File: src/hw/rtl/mfpe_pkg.sv
// Package with the shared types and constants of the marker frame payload extractor.
`default_nettype none

package mfpe_pkg;

    // Start marker and footer bytes.
    localparam logic [7:0] MARK_FIRST  = 8'hAB;
    localparam logic [7:0] MARK_SECOND = 8'hBA;
    localparam logic [7:0] FOOT_FIRST  = 8'hEB;
    localparam logic [7:0] FOOT_SECOND = 8'hBE;

    // The tail window holds the last eight bytes; payload leaves it as it falls out.
    localparam int WIN_DEPTH  = 8;
    // Payload starts after the two marker bytes; emission begins once the window is full of it.
    localparam int EMIT_START = WIN_DEPTH + 1;
    // A frame must be longer than the offset plus marker and footer.
    localparam int LEN_MARGIN = WIN_DEPTH + 2;

    localparam int OFFSET_W = 11;
    localparam logic [OFFSET_W-1:0] OFFSET_RESET = 11'd14;

    // Result queue between the front and back parts.
    localparam int Q_DEPTH = 4;
    localparam int Q_PTR_W = $clog2(Q_DEPTH);
    localparam int Q_CNT_W = $clog2(Q_DEPTH + 1);

    // One result word.
    typedef struct packed {
        logic [7:0] out_byte;
        logic       is_verdict;
        logic       frame_ok;
    } res_t;

    // Queue status as seen by the front and back parts.
    typedef struct packed {
        logic full;
        logic empty;
    } q_stat_t;

endpackage

`default_nettype wire

File: src/hw/rtl/mfpe_front.sv
// Front part: byte position, marker check, tail window and result classification.
`default_nettype none

module mfpe_front #(
    parameter int MAX_PACKET_LEN = 65535
) (
    input  wire logic                          clk,
    input  wire logic                          rst_n,
    input  wire logic                          accept,
    input  wire logic [7:0]                    in_byte,
    input  wire logic                          end_of_packet,
    input  wire logic                          cfg_write,
    input  wire logic [mfpe_pkg::OFFSET_W-1:0] cfg_data,
    output logic                               push,
    output mfpe_pkg::res_t                     push_item
);

    localparam int POS_W = $clog2(MAX_PACKET_LEN + 1);
    localparam int CMP_W = (POS_W + 1 > mfpe_pkg::OFFSET_W + 1) ?
                           POS_W + 1 : mfpe_pkg::OFFSET_W + 1;
    localparam int WD    = mfpe_pkg::WIN_DEPTH;

    logic [mfpe_pkg::OFFSET_W-1:0] offset_reg;
    logic [POS_W-1:0]              pos_reg, pos_next;
    logic                          first_ok_reg, first_ok_next;
    logic                          marker_ok_reg, marker_ok_next;
    logic [7:0]                    win_reg [WD];

    logic [CMP_W-1:0] idx_w, off_w, len_w;
    logic             footer_ok;
    logic             frame_ok;
    logic             emit_payload;

    always_comb
    begin
        idx_w = CMP_W'(pos_reg);
        off_w = CMP_W'(offset_reg);
        len_w = (pos_reg == POS_W'(MAX_PACKET_LEN)) ? CMP_W'(MAX_PACKET_LEN) : idx_w + 1'b1;

        first_ok_next  = first_ok_reg;
        marker_ok_next = marker_ok_reg;
        if (idx_w == off_w)
        begin
            first_ok_next = (in_byte == mfpe_pkg::MARK_FIRST);
        end
        else if (idx_w == off_w + 1'b1)
        begin
            marker_ok_next = first_ok_reg && (in_byte == mfpe_pkg::MARK_SECOND);
        end

        // Window after the shift is win_reg[1..7] followed by the new byte.
        footer_ok = (win_reg[1] == mfpe_pkg::FOOT_FIRST) &&
                    (win_reg[2] == mfpe_pkg::FOOT_SECOND) &&
                    (win_reg[3] == 8'h00) && (win_reg[4] == 8'h00) &&
                    (win_reg[5] == 8'h00) && (win_reg[6] == 8'h00) &&
                    (win_reg[7] == 8'h00) && (in_byte == 8'h00);

        frame_ok = (len_w > off_w + CMP_W'(mfpe_pkg::LEN_MARGIN)) &&
                   marker_ok_next && footer_ok;

        emit_payload = marker_ok_next && (idx_w >= off_w + CMP_W'(mfpe_pkg::EMIT_START));

        pos_next = pos_reg;
        if (end_of_packet)
        begin
            pos_next       = '0;
            first_ok_next  = 1'b0;
            marker_ok_next = 1'b0;
        end
        else if (pos_reg != POS_W'(MAX_PACKET_LEN))
        begin
            pos_next = pos_reg + 1'b1;
        end

        push = accept && (end_of_packet || emit_payload);
        push_item.out_byte   = end_of_packet ? 8'h00 : win_reg[1];
        push_item.is_verdict = end_of_packet;
        push_item.frame_ok   = end_of_packet && frame_ok;
    end

    always_ff @(posedge clk or negedge rst_n)
    begin
        if (!rst_n)
        begin
            offset_reg    <= mfpe_pkg::OFFSET_RESET;
            pos_reg       <= '0;
            first_ok_reg  <= 1'b0;
            marker_ok_reg <= 1'b0;
            for (int k = 0; k < WD; k++)
            begin
                win_reg[k] <= 8'h00;
            end
        end
        else
        begin
            if (cfg_write)
            begin
                offset_reg <= cfg_data;
            end
            if (accept)
            begin
                pos_reg       <= pos_next;
                first_ok_reg  <= first_ok_next;
                marker_ok_reg <= marker_ok_next;
                for (int k = 0; k < WD - 1; k++)
                begin
                    win_reg[k] <= win_reg[k+1];
                end
                win_reg[WD-1] <= in_byte;
            end
        end
    end

endmodule

`default_nettype wire

File: src/hw/rtl/mfpe_queue.sv
// Short result queue between the front and back parts.
`default_nettype none

module mfpe_queue (
    input  wire logic       clk,
    input  wire logic       rst_n,
    input  wire logic       push,
    input  wire mfpe_pkg::res_t push_item,
    input  wire logic       pop,
    output mfpe_pkg::res_t  head_item,
    output mfpe_pkg::q_stat_t stat
);

    mfpe_pkg::res_t                 mem [mfpe_pkg::Q_DEPTH];
    logic [mfpe_pkg::Q_PTR_W-1:0]   wr_ptr_reg, rd_ptr_reg;
    logic [mfpe_pkg::Q_CNT_W-1:0]   count_reg;

    assign stat.full  = (count_reg == mfpe_pkg::Q_CNT_W'(mfpe_pkg::Q_DEPTH));
    assign stat.empty = (count_reg == '0);
    assign head_item  = mem[rd_ptr_reg];

    always_ff @(posedge clk)
    begin
        if (push)
        begin
            mem[wr_ptr_reg] <= push_item;
        end
    end

    always_ff @(posedge clk or negedge rst_n)
    begin
        if (!rst_n)
        begin
            wr_ptr_reg <= '0;
            rd_ptr_reg <= '0;
            count_reg  <= '0;
        end
        else
        begin
            if (push)
            begin
                wr_ptr_reg <= wr_ptr_reg + 1'b1;
            end
            if (pop)
            begin
                rd_ptr_reg <= rd_ptr_reg + 1'b1;
            end
            if (push && !pop)
            begin
                count_reg <= count_reg + 1'b1;
            end
            else if (pop && !push)
            begin
                count_reg <= count_reg - 1'b1;
            end
        end
    end

endmodule

`default_nettype wire

File: src/hw/rtl/mfpe_back.sv
// Back part: output register that presents queued results on the master stream.
`default_nettype none

module mfpe_back (
    input  wire logic         clk,
    input  wire logic         rst_n,
    input  wire mfpe_pkg::q_stat_t stat,
    input  wire mfpe_pkg::res_t    head_item,
    output logic              pop,
    output logic              m_axis_tvalid,
    input  wire logic         m_axis_tready,
    output logic [7:0]        m_axis_tdata,
    output logic [1:0]        m_axis_tuser
);

    logic           valid_reg;
    mfpe_pkg::res_t item_reg;

    // Refill whenever the register is empty or its word is taken in this cycle.
    assign pop = !stat.empty && (!valid_reg || m_axis_tready);

    assign m_axis_tvalid = valid_reg;
    assign m_axis_tdata  = item_reg.out_byte;
    assign m_axis_tuser  = {item_reg.frame_ok, item_reg.is_verdict};

    always_ff @(posedge clk)
    begin
        if (pop)
        begin
            item_reg <= head_item;
        end
    end

    always_ff @(posedge clk or negedge rst_n)
    begin
        if (!rst_n)
        begin
            valid_reg <= 1'b0;
        end
        else if (pop)
        begin
            valid_reg <= 1'b1;
        end
        else if (m_axis_tready)
        begin
            valid_reg <= 1'b0;
        end
    end

endmodule

`default_nettype wire

File: src/hw/rtl/marker_frame_payload_extractor.sv
// Top level of the marker frame payload extractor.
//
// Packet bytes enter on the slave stream, one word per byte, with tlast on
// the final byte of each packet. Bytes before the configured offset are
// skipped, the two bytes at the offset must read AB BA, and the last eight
// bytes must read EB BE followed by six zero bytes.
// Payload bytes leave on the master stream seven bytes behind the input, with
// tuser bit 0 low. The final byte of a packet produces a verdict word instead
// (tuser bit 0 high, tdata zero); tuser bit 1 then says whether downstream
// should keep the payload it has been given (1) or discard it (0).
// The offset register is written through the cfg channel, which is always
// ready; it should only be changed while no packet is in flight.
// Throughput is one byte per cycle while the result queue has room. A result word is
// written into the queue at the edge that accepts its byte and moves into the
// output register, which drives the master side, once that register is free.
// When the receiver stalls, results collect in a four-word queue; the slave
// side drops tready only once that queue is full, and resumes as it drains.
// Reset clears the byte position, marker flags, tail window and queue, and
// returns the offset to 14.
`default_nettype none

module marker_frame_payload_extractor #(
    parameter int MAX_PACKET_LEN = 65535
) (
    input  wire logic        clk,
    input  wire logic        rst_n,
    // Slave stream: tdata = in_byte[7:0]; tlast = end_of_packet.
    input  wire logic        s_axis_tvalid,
    output logic             s_axis_tready,
    input  wire logic [7:0]  s_axis_tdata,
    input  wire logic        s_axis_tlast,
    // Master stream: tdata = out_byte[7:0]; tuser = is_verdict[0], frame_ok[1].
    output logic             m_axis_tvalid,
    input  wire logic        m_axis_tready,
    output logic [7:0]       m_axis_tdata,
    output logic [1:0]       m_axis_tuser,
    // Configuration: cfg_data = marker_offset[10:0].
    input  wire logic        cfg_valid,
    output logic             cfg_ready,
    input  wire logic [10:0] cfg_data
);

    logic              accept;
    logic              push;
    logic              pop;
    mfpe_pkg::res_t    push_item;
    mfpe_pkg::res_t    head_item;
    mfpe_pkg::q_stat_t q_stat;

    // Input is held off only while the result queue has no room left.
    assign s_axis_tready = !q_stat.full;
    assign accept        = s_axis_tvalid && s_axis_tready;
    assign cfg_ready     = 1'b1;

    mfpe_front #(
        .MAX_PACKET_LEN (MAX_PACKET_LEN)
    ) u_front (
        .clk           (clk),
        .rst_n         (rst_n),
        .accept        (accept),
        .in_byte       (s_axis_tdata),
        .end_of_packet (s_axis_tlast),
        .cfg_write     (cfg_valid),
        .cfg_data      (cfg_data),
        .push          (push),
        .push_item     (push_item)
    );

    mfpe_queue u_queue (
        .clk       (clk),
        .rst_n     (rst_n),
        .push      (push),
        .push_item (push_item),
        .pop       (pop),
        .head_item (head_item),
        .stat      (q_stat)
    );

    mfpe_back u_back (
        .clk           (clk),
        .rst_n         (rst_n),
        .stat          (q_stat),
        .head_item     (head_item),
        .pop           (pop),
        .m_axis_tvalid (m_axis_tvalid),
        .m_axis_tready (m_axis_tready),
        .m_axis_tdata  (m_axis_tdata),
        .m_axis_tuser  (m_axis_tuser)
    );

endmodule

`default_nettype wire

File: config.mk
export PLATFORM = sky130hd
export DESIGN_NAME = marker_frame_payload_extractor
export DESIGN_NICKNAME = d
export VERILOG_FILES = /design/src/hw/rtl/mfpe_pkg.sv /design/src/hw/rtl/mfpe_front.sv /design/src/hw/rtl/mfpe_queue.sv /design/src/hw/rtl/mfpe_back.sv /design/src/hw/rtl/marker_frame_payload_extractor.sv
export SDC_FILE = /design/constraint.sdc
export NUM_CORES = 1
export LEC_CHECK = 0
export ABC_CLOCK_PERIOD_IN_PS = 6600
export BUFFER_PORTS_ARGS = -buffer_cell sky130_fd_sc_hd__buf_2
export CAP_MARGIN = 30
export CORE_MARGIN = 1.5
export CORE_UTILIZATION = 40
export DETAILED_ROUTE_END_ITERATION = 10
export GPL_TIMING_DRIVEN = 0
export PLACE_DENSITY = 0.67
export SLEW_MARGIN = 15
export SYNTH_ARGS = -nofsm -noshare
export SYNTH_HDL_FRONTEND = slang
export SYNTH_SLANG_ARGS = --single-unit
File: constraint.sdc
create_clock -name clk -period 6.6 [get_ports clk]
set_input_delay 0.66 -clock clk [delete_from_list [all_inputs] [get_ports clk]]
set_output_delay 0.66 -clock clk [all_outputs]
set_load 0.02 [all_outputs]
==> results.toml, run 1 <==
[die]
die-height_um = 138.3
initial_utilization = 0.4077
core_area_sq_um = 17960
floorplan.rows = 49
top_level_ports = 38
floorplan.die_area_sq_um = 19130
floorplan.die.width_um = 138.3

[grt]
vias_in_the_first_global_route = 5242
grt_antenna_before_repair = 0
grt_remaining_overflow = 0
grt_pass1_wl_um = 26880
gr-usage-all-layers = 0.1771
grt_max_degree = 64

[power_and_ir_drop]
p_leak_nw = 3.780
fin_total_pwr_mw = 3.073
power.density_cell_area_nw_per_um2 = 364.2
worst_supply_voltage_drop_on_vdd_mv = 0.2303

[critical_path]
critical_path.startpoint = "u_front.offset_reg[1]"
cp.arrival_ps = 5000
critical_path.max_fanout = 7
critical_path_type = "flop to flop"
critPathLaunchType = "flop"
launch_point_of_the_worst_reg_to_reg_path = "u_front.offset_reg[1]"
worst_setup_path_end_kind = "flop"
worst_ep_required_time_ps = 6960

[sta]
setup_tns_ps = 0
slew_headroom = 0.3920
final_period_minus_worst_setup_slack_ps = 4637
slew_at_the_pin_closest_to_its_max_slew_limit_ps = 905.1
number_of_pins_with_negative_max_slew_slack_in_the_final_report = 0
clock_skew_ps = 13.61
worst_hold_slack_ps = 107.4
finalSetupViolCount = 0
min_period_over_period = 0.7026
max_freq_mhz = 215.7
report.final.hold_viol_count = 0
grt_setup_unrepaired = "false"

[final_layout]
area_of_the_multi_input_gates_sq_um = 3287
instances_no_fill = 1009
filler_cell_count = 1698
nets = 825
synthToLayoutAreaGrowth_pct = 15.19
largest_register_ff_count = 56
layout-drive-gt1-share = 0.1538
antenna_cells_inserted = 0
regArea_sq_um = 3832

[detailed_routing]
drt-pass1-iter-count = 5
antenna_violating_nets_post_route = 0
routed-via-count = 5296
route.detailed.drc = 0
avgRoutedWirePerCell_um = 15.98
detail_route.iter0.violations = 299
avgViaCountPerCell = 5.249
totalWireLength_um = 16130

[cts]
tritoncts = "built"
cts_root_buffer = "sky130_fd_sc_hd__clkbuf_16"
cts_made_buffers = 17
number_of_clock_sinks = 143
clock_insertion_delay_at_the_later_pin_of_the_skew_report_ps = 440
post_cts_resize_count = 0
clkTransAtPathRegs_ps = 70
cts.hold.buffers_added = 0
cts_htree_levels = 4
worst_case_clock_buffer_depth = 2
post-cts-setup-buffer-count = 0

[yosys]
synth_largest_type_area_fraction = 0.3075
post-synth-top-count-cell = "sky130_fd_sc_hd__nand2_1"
netlist-cell-type-count = 69
synth_xor_area_frac = 0.05347
synth_mux_area_frac = 0.05108
synth.area.top_cells = "sky130_fd_sc_hd__dfrtp_1 31%, sky130_fd_sc_hd__edfxtp_1 20%, sky130_fd_sc_hd__nand2_1 11%, sky130_fd_sc_hd__ha_1 5.5%, sky130_fd_sc_hd__mux4_2 3.1%"
main_combinational_cell_family_by_area_after_synthesis = "simple AND/OR/NAND/NOR gates"
synth.avg_cell_area_sq_um = 10.32
netlist.top_cell.by_area = "sky130_fd_sc_hd__dfrtp_1"
synth_simple_gate_area_frac = 0.2163
synth_compound_gate_area_share = 0.07004
yosys.area_share.adder = 0.05740
synth_edf_count = 50
postSynthRegisterBits = 143
synth_warnings = 0
synth_common_cells = "205 x sky130_fd_sc_hd__nand2_1, 90 x sky130_fd_sc_hd__dfrtp_1, 50 x sky130_fd_sc_hd__edfxtp_1"
postSynth.topFlopCell = "sky130_fd_sc_hd__dfrtp_1"
netlist_instances = 710
synth.yosys.seq_area_share = 0.5232
synth_async_sr_flop_share = 0.6503
synth_area_sq_um = 7325
postSynthNetCount = 768

[placed_design]
routabilityCongestion = 0.8819
buffer_ports.inserted = 36
dp_hpwl_um = 11580
placedCellCount = 977

[outcome]
run_status = "complete, no violations"

[job]
max-cap-violations = 0

[hold_path]
min-delay-path-class = "input port to asynchronous set/reset pin"
-- final timing paths --
| path | endpoint | slack, ps | depth (start not counted) |
|---|---|---|---|
| worst max-delay path | u_queue.count_reg[2] | 1960 | 19 |
| worst min-delay path | u_front.offset_reg[5] | 110 | 1 |
| worst max register to register | u_queue.count_reg[2] | 1960 | 19 |
| worst min register to register | u_queue.count_reg[2] | 480 | 1 |
| max in group asynchronous | u_front.offset_reg[1] | 5850 | 2 |
| min in group clk | u_back.m_axis_tvalid | 420 | 2 |
-- worst max-delay path, cell delays in order, from the launching register on --
cell and delay [ps]:
sky130_fd_sc_hd__dfstp_2 600, sky130_fd_sc_hd__ha_1 300, sky130_fd_sc_hd__and2_1 160, sky130_fd_sc_hd__clkbuf_1 220, sky130_fd_sc_hd__nor2_1 120, sky130_fd_sc_hd__nor2_1 190, sky130_fd_sc_hd__xnor2_1 90, sky130_fd_sc_hd__ha_1 320
sky130_fd_sc_hd__nand4_1 170, sky130_fd_sc_hd__nor4_1 430, sky130_fd_sc_hd__nor3_1 120, sky130_fd_sc_hd__a2111oi_0 410, sky130_fd_sc_hd__o21ai_1 180, sky130_fd_sc_hd__o211ai_4 180, sky130_fd_sc_hd__ha_1 240, sky130_fd_sc_hd__inv_1 60
sky130_fd_sc_hd__fa_1 370, sky130_fd_sc_hd__xor2_1 170, sky130_fd_sc_hd__nor2_1 110, sky130_fd_sc_hd__xor2_1 140
-- layout by cell type (no fill, tap or decap), types with 8 or more instances in the layout --
master                        n
sky130_fd_sc_hd__xnor2_1     22
sky130_fd_sc_hd__dfrtp_1     90
sky130_fd_sc_hd__xor2_1      20
sky130_fd_sc_hd__o21ai_0     31
sky130_fd_sc_hd__clkbuf_16   17
sky130_fd_sc_hd__mux2_2      11
sky130_fd_sc_hd__and3_1       9
sky130_fd_sc_hd__clkbuf_1    29
sky130_fd_sc_hd__nor2_1      28
sky130_fd_sc_hd__nor2b_1     12
sky130_fd_sc_hd__nand2_1    205
sky130_fd_sc_hd__inv_1       14
sky130_fd_sc_hd__mux4_2      10
sky130_fd_sc_hd__buf_2       40
sky130_fd_sc_hd__a21oi_1     17
sky130_fd_sc_hd__ha_1        32
sky130_fd_sc_hd__nand3_1     11
sky130_fd_sc_hd__nor4_1      13
sky130_fd_sc_hd__nand4_1     15
sky130_fd_sc_hd__nor3_1       8
sky130_fd_sc_hd__edfxtp_1    50
-- routing by layer --
metal  up-vias  part of all wire  track usage
met4         0             0.018      0.07258
met2       128              0.45       0.2655
met1      2565              0.48       0.2525
li1       2582                 -            -
met5         -                 0            0
met3        21             0.048      0.03464
-- through the flow --
step / util / worst slack (ps) / cell area (sq um)
after detailed placement: 0.4360 / 2061 / 7833
after floorplan: - / 2608 / 7325
final: 0.4697 / 1963 / 8437
after CTS: 0.4697 / 2019 / 8437
after global routing: 0.4697 / 1551 / 8437
after global placement: 0.4337 / 2146 / 7791
-- layout make-up --
type / count / area share
plain buffers: 38 / 0.01809
multi-input cells: 515 / 0.3896
inverters: 14 / 0.006229
clock buffers: 17 / 0.05042
well taps: 229 / 0.03396
flip-flops and latches: 143 / 0.4542
repair buffers: 38 / 0.02625
clock inverters: 15 / 0.02121
-- power by group --
group / leakage [nW] / total, mW / switching (mW) / internal [mW]
clock network: 0.295 / 0.958 / 0.445 / 0.512
logic: 1.83 / 0.757 / 0.442 / 0.314
registers: 1.66 / 1.36 / 0.177 / 1.18
total: 3.78 / 3.07 / 1.06 / 2.01
-- kinds of logic after synthesis --
logic type | after synthesis
AO/OA/AOI/OAI | 77
XOR/XNOR | 43
adder cells (fa/ha/maj) | 33
buffers and inverters | 52
flip-flops | 143
multiplexers | 23
other | 1
AND/OR/NAND/NOR | 338
(Power assumes the default switching activity.)
==> run 2, diff against run 1 <==
--- a/config.mk
+++ b/config.mk
@@ -5,7 +5,8 @@
 export SDC_FILE = /design/constraint.sdc
 export NUM_CORES = 1
 export LEC_CHECK = 0
-export ABC_CLOCK_PERIOD_IN_PS = 6600
+export ABC_AREA = 1
+export ABC_CLOCK_PERIOD_IN_PS = 4900
 export BUFFER_PORTS_ARGS = -buffer_cell sky130_fd_sc_hd__buf_2
 export CAP_MARGIN = 30
 export CORE_MARGIN = 1.5
==> constraint.sdc (replaced) <==
create_clock -name clk -period 4.9 [get_ports clk]
set_input_delay 0.49 -clock clk [delete_from_list [all_inputs] [get_ports clk]]
set_output_delay 0.49 -clock clk [all_outputs]
set_load 0.02 [all_outputs]
==> run 2 against run 1 <==
The run now ends with DRC left. Worst hold slack improved by 160 ps. Clock-buffer cell count rose by 2. Via count rose by 12%. Clock skew fell by 5.2 ps. Routed wire length rose by 5.9%. Non-clock buffer count fell by 6. Clock power rose by 29%. Critical path depth rose by 4. Combinational power rose by 53%. Sequential share of layout area fell by 0.83 points. Worst setup slack got worse by 1200 ps. Critical path type unchanged. Critical endpoint unchanged. Largest cell class unchanged. Largest power group unchanged.
==> results.toml, run 2 <==
[final_layout]
antenna_cells_inserted = 0
layout.cells.most_common = "sky130_fd_sc_hd__nand2_1"
layout-drive-gt1-share = 0.1105
largest_register_ff_count = 56
synthToLayoutAreaGrowth_pct = 14.58
nets = 995
filler_cell_count = 1764
most-common-layout-cells = "211 x sky130_fd_sc_hd__nand2_1, 124 x sky130_fd_sc_hd__inv_1, 99 x sky130_fd_sc_hd__o21ai_0"
regArea_sq_um = 3832
area_of_the_multi_input_gates_sq_um = 3059

[detailed_routing]
route.detailed.drc = 3
drt-pass1-iter-count = 8
detail_route.iter0.violations = 361
avgViaCountPerCell = 5.050
routed-via-count = 5954
avgRoutedWirePerCell_um = 14.49
totalWireLength_um = 17080
antenna_violating_nets_post_route = 0

[yosys]
netlist-cell-type-count = 41
synth_edf_count = 50
postSynth.topFlopCell = "sky130_fd_sc_hd__dfrtp_1"
synth.avg_cell_area_sq_um = 8.542
synth_largest_type_area_fraction = 0.3003
synth_area_sq_um = 7500
synth_async_sr_flop_share = 0.6503
postSynthNetCount = 936
postSynthRegisterBits = 143
post-synth-top-count-cell = "sky130_fd_sc_hd__nand2_1"
synth.yosys.seq_area_share = 0.5110
netlist.top_cell.by_area = "sky130_fd_sc_hd__dfrtp_1"
netlist_instances = 878
synth.area.top_cells = "sky130_fd_sc_hd__dfrtp_1 30%, sky130_fd_sc_hd__edfxtp_1 20%, sky130_fd_sc_hd__nand2_1 11%, sky130_fd_sc_hd__o21ai_0 6.6%, sky130_fd_sc_hd__inv_1 6.2%"
synth_warnings = 0
synth_common_cells = "211 x sky130_fd_sc_hd__nand2_1, 124 x sky130_fd_sc_hd__inv_1, 99 x sky130_fd_sc_hd__o21ai_0"

[grt]
use_met3 = 0.03453
use_met2 = 0.2982
grt_remaining_overflow = 0
met1_usage = 0.2457
grt_antenna_before_repair = 0
grt_max_degree = 71
grt_pass1_wl_um = 28090
gr-usage-all-layers = 0.1833
top_usage_layer = "met2"
vias_in_the_first_global_route = 5709

[sta]
setup_tns_ps = 0
clock_skew_ps = 8.377
report.final.hold_viol_count = 0
slew_at_the_pin_closest_to_its_max_slew_limit_ps = 792.5
postLayoutSetupSlackWorst_ps = 796.6
number_of_pins_with_negative_max_slew_slack_in_the_final_report = 0
slew_headroom = 0.4700
finalSetupViolCount = 0
final_period_minus_worst_setup_slack_ps = 4103
min_period_over_period = 0.8374
max_freq_mhz = 243.7
grt_setup_unrepaired = "false"

[power_and_ir_drop]
power.density_cell_area_nw_per_um2 = 489.2
p_leak_nw = 3.921
worst_supply_voltage_drop_on_vdd_mv = 0.2517
fin_total_pwr_mw = 4.204

[critical_path]
critical_path.startpoint = "u_front.offset_reg[2]"
worst_setup_path_end_kind = "flop"
critical_path_type = "flop to flop"
path_cells = "ha_1, nand2_1, inv_1, nor2_1, nor2_1, inv_1, nor2_1, xor2_1, ha_1, nand4_1, nor4_1, nor2_1, nand2_1, nand3_2, nand2_2, nand2_4, inv_1, ha_1, inv_1, fa_1, a21oi_1, o21ai_0, xor2_1"
critical_path.max_fanout = 7
cpPeakStageDelay_ps = 610
worst_path_max_delay_cell = "sky130_fd_sc_hd__dfstp_2"
worst_ep_required_time_ps = 5190
critPathLaunchType = "flop"
top_cell_family_by_delay_on_the_critical_path = "simple AND/OR/NAND/NOR gates"
cp.arrival_ps = 4390
launch_point_of_the_worst_reg_to_reg_path = "u_front.offset_reg[2]"
worst-path-buf-inv = 4

[hold_path]
timing.hold.worst.start = "cfg_valid"
min-delay-path-class = "input port to flop"

[cts]
cts_root_buffer = "sky130_fd_sc_hd__clkbuf_16"
clock_insertion_delay_at_the_later_pin_of_the_skew_report_ps = 420
cts_made_buffers = 17
tritoncts = "built"
number_of_clock_sinks = 143
post_cts_resize_count = 0
cts_htree_levels = 4
worst_case_clock_buffer_depth = 2
clkTransAtPathRegs_ps = 60

[die]
floorplan.die_area_sq_um = 19580
initial_utilization = 0.4133
floorplan.die.width_um = 139.9
core_area_sq_um = 18150
floorplan.rows = 49
top_level_ports = 38
die-height_um = 139.9

[placed_design]
dp_hpwl_um = 12420
dp_worst_setup_slack_ps = 866.7
buffer_ports.inserted = 36
routabilityCongestion = 0.9537

[outcome]
run_status = "finished with violations"
failed_checks = "DRC"

[job]
max-cap-violations = 0
## run 2: report_power, final
part / internal [mW] / switching, mW
Combinational: 0.388 / 0.770
Sequential: 1.63 / 0.180
Clock: 0.709 / 0.530
Total: 2.72 / 1.48
## run 2: layer usage
metal  vias up  wire length (um)
met2       132              7976
li1       2994                 -
met4         0               286
met1      2805              8085
met5         -                 0
met3        23               732
## run 2: repair_timing
item,CTS,global route
hold endpoints to repair,20,0
hold buffers,1,0
setup buffers,0,0
## run 2: final cells by class
class	instances	area share
Buffer	30	0.01645
Clock buffer	19	0.05038
Multi-Input combinational cell	579	0.3560
Timing Repair Buffer	40	0.02781
Inverter	126	0.05504
Clock inverter	13	0.01500
Sequential cell	143	0.4460
Tap cell	229	0.03334
## run 2: per-stage QoR
stage / cell area, sq um / utilization / hold WS, ps / instances
after detailed placement: 8006 / 0.4412 / 374.4 / 1144
after floorplan: 7500 / - / 194.4 / 878
final: 8593 / 0.4735 / 263.1 / 1179
after global placement: 7966 / 0.4390 / 465.1 / 1143
after CTS: 8578 / 0.4727 / 252.9 / 1177
after global routing: 8593 / 0.4735 / 263.3 / 1179
## run 2: cell families after synthesis
family                   share of synthesized area
buffers and inverters                      0.08191
flip-flops                                  0.5110
adder cells (fa/ha/maj)                    0.05606
AND/OR/NAND/NOR                             0.2162
XOR/XNOR                                   0.03387
other                                    0.0005000
AO/OA/AOI/OAI                               0.1004
## run 2: final timing paths
check                           cells after the start  slack (ps)                    end
worst min register to register                      2         480    u_front.win_reg[27]
max in group asynchronous                           3        3780    u_front.win_reg[51]
worst min-delay path                                2         260  u_front.offset_reg[1]
min in group asynchronous                           2         500  u_front.offset_reg[8]
worst max-delay path                               23         800   u_queue.count_reg[2]
worst max register to register                     23         800   u_queue.count_reg[2]
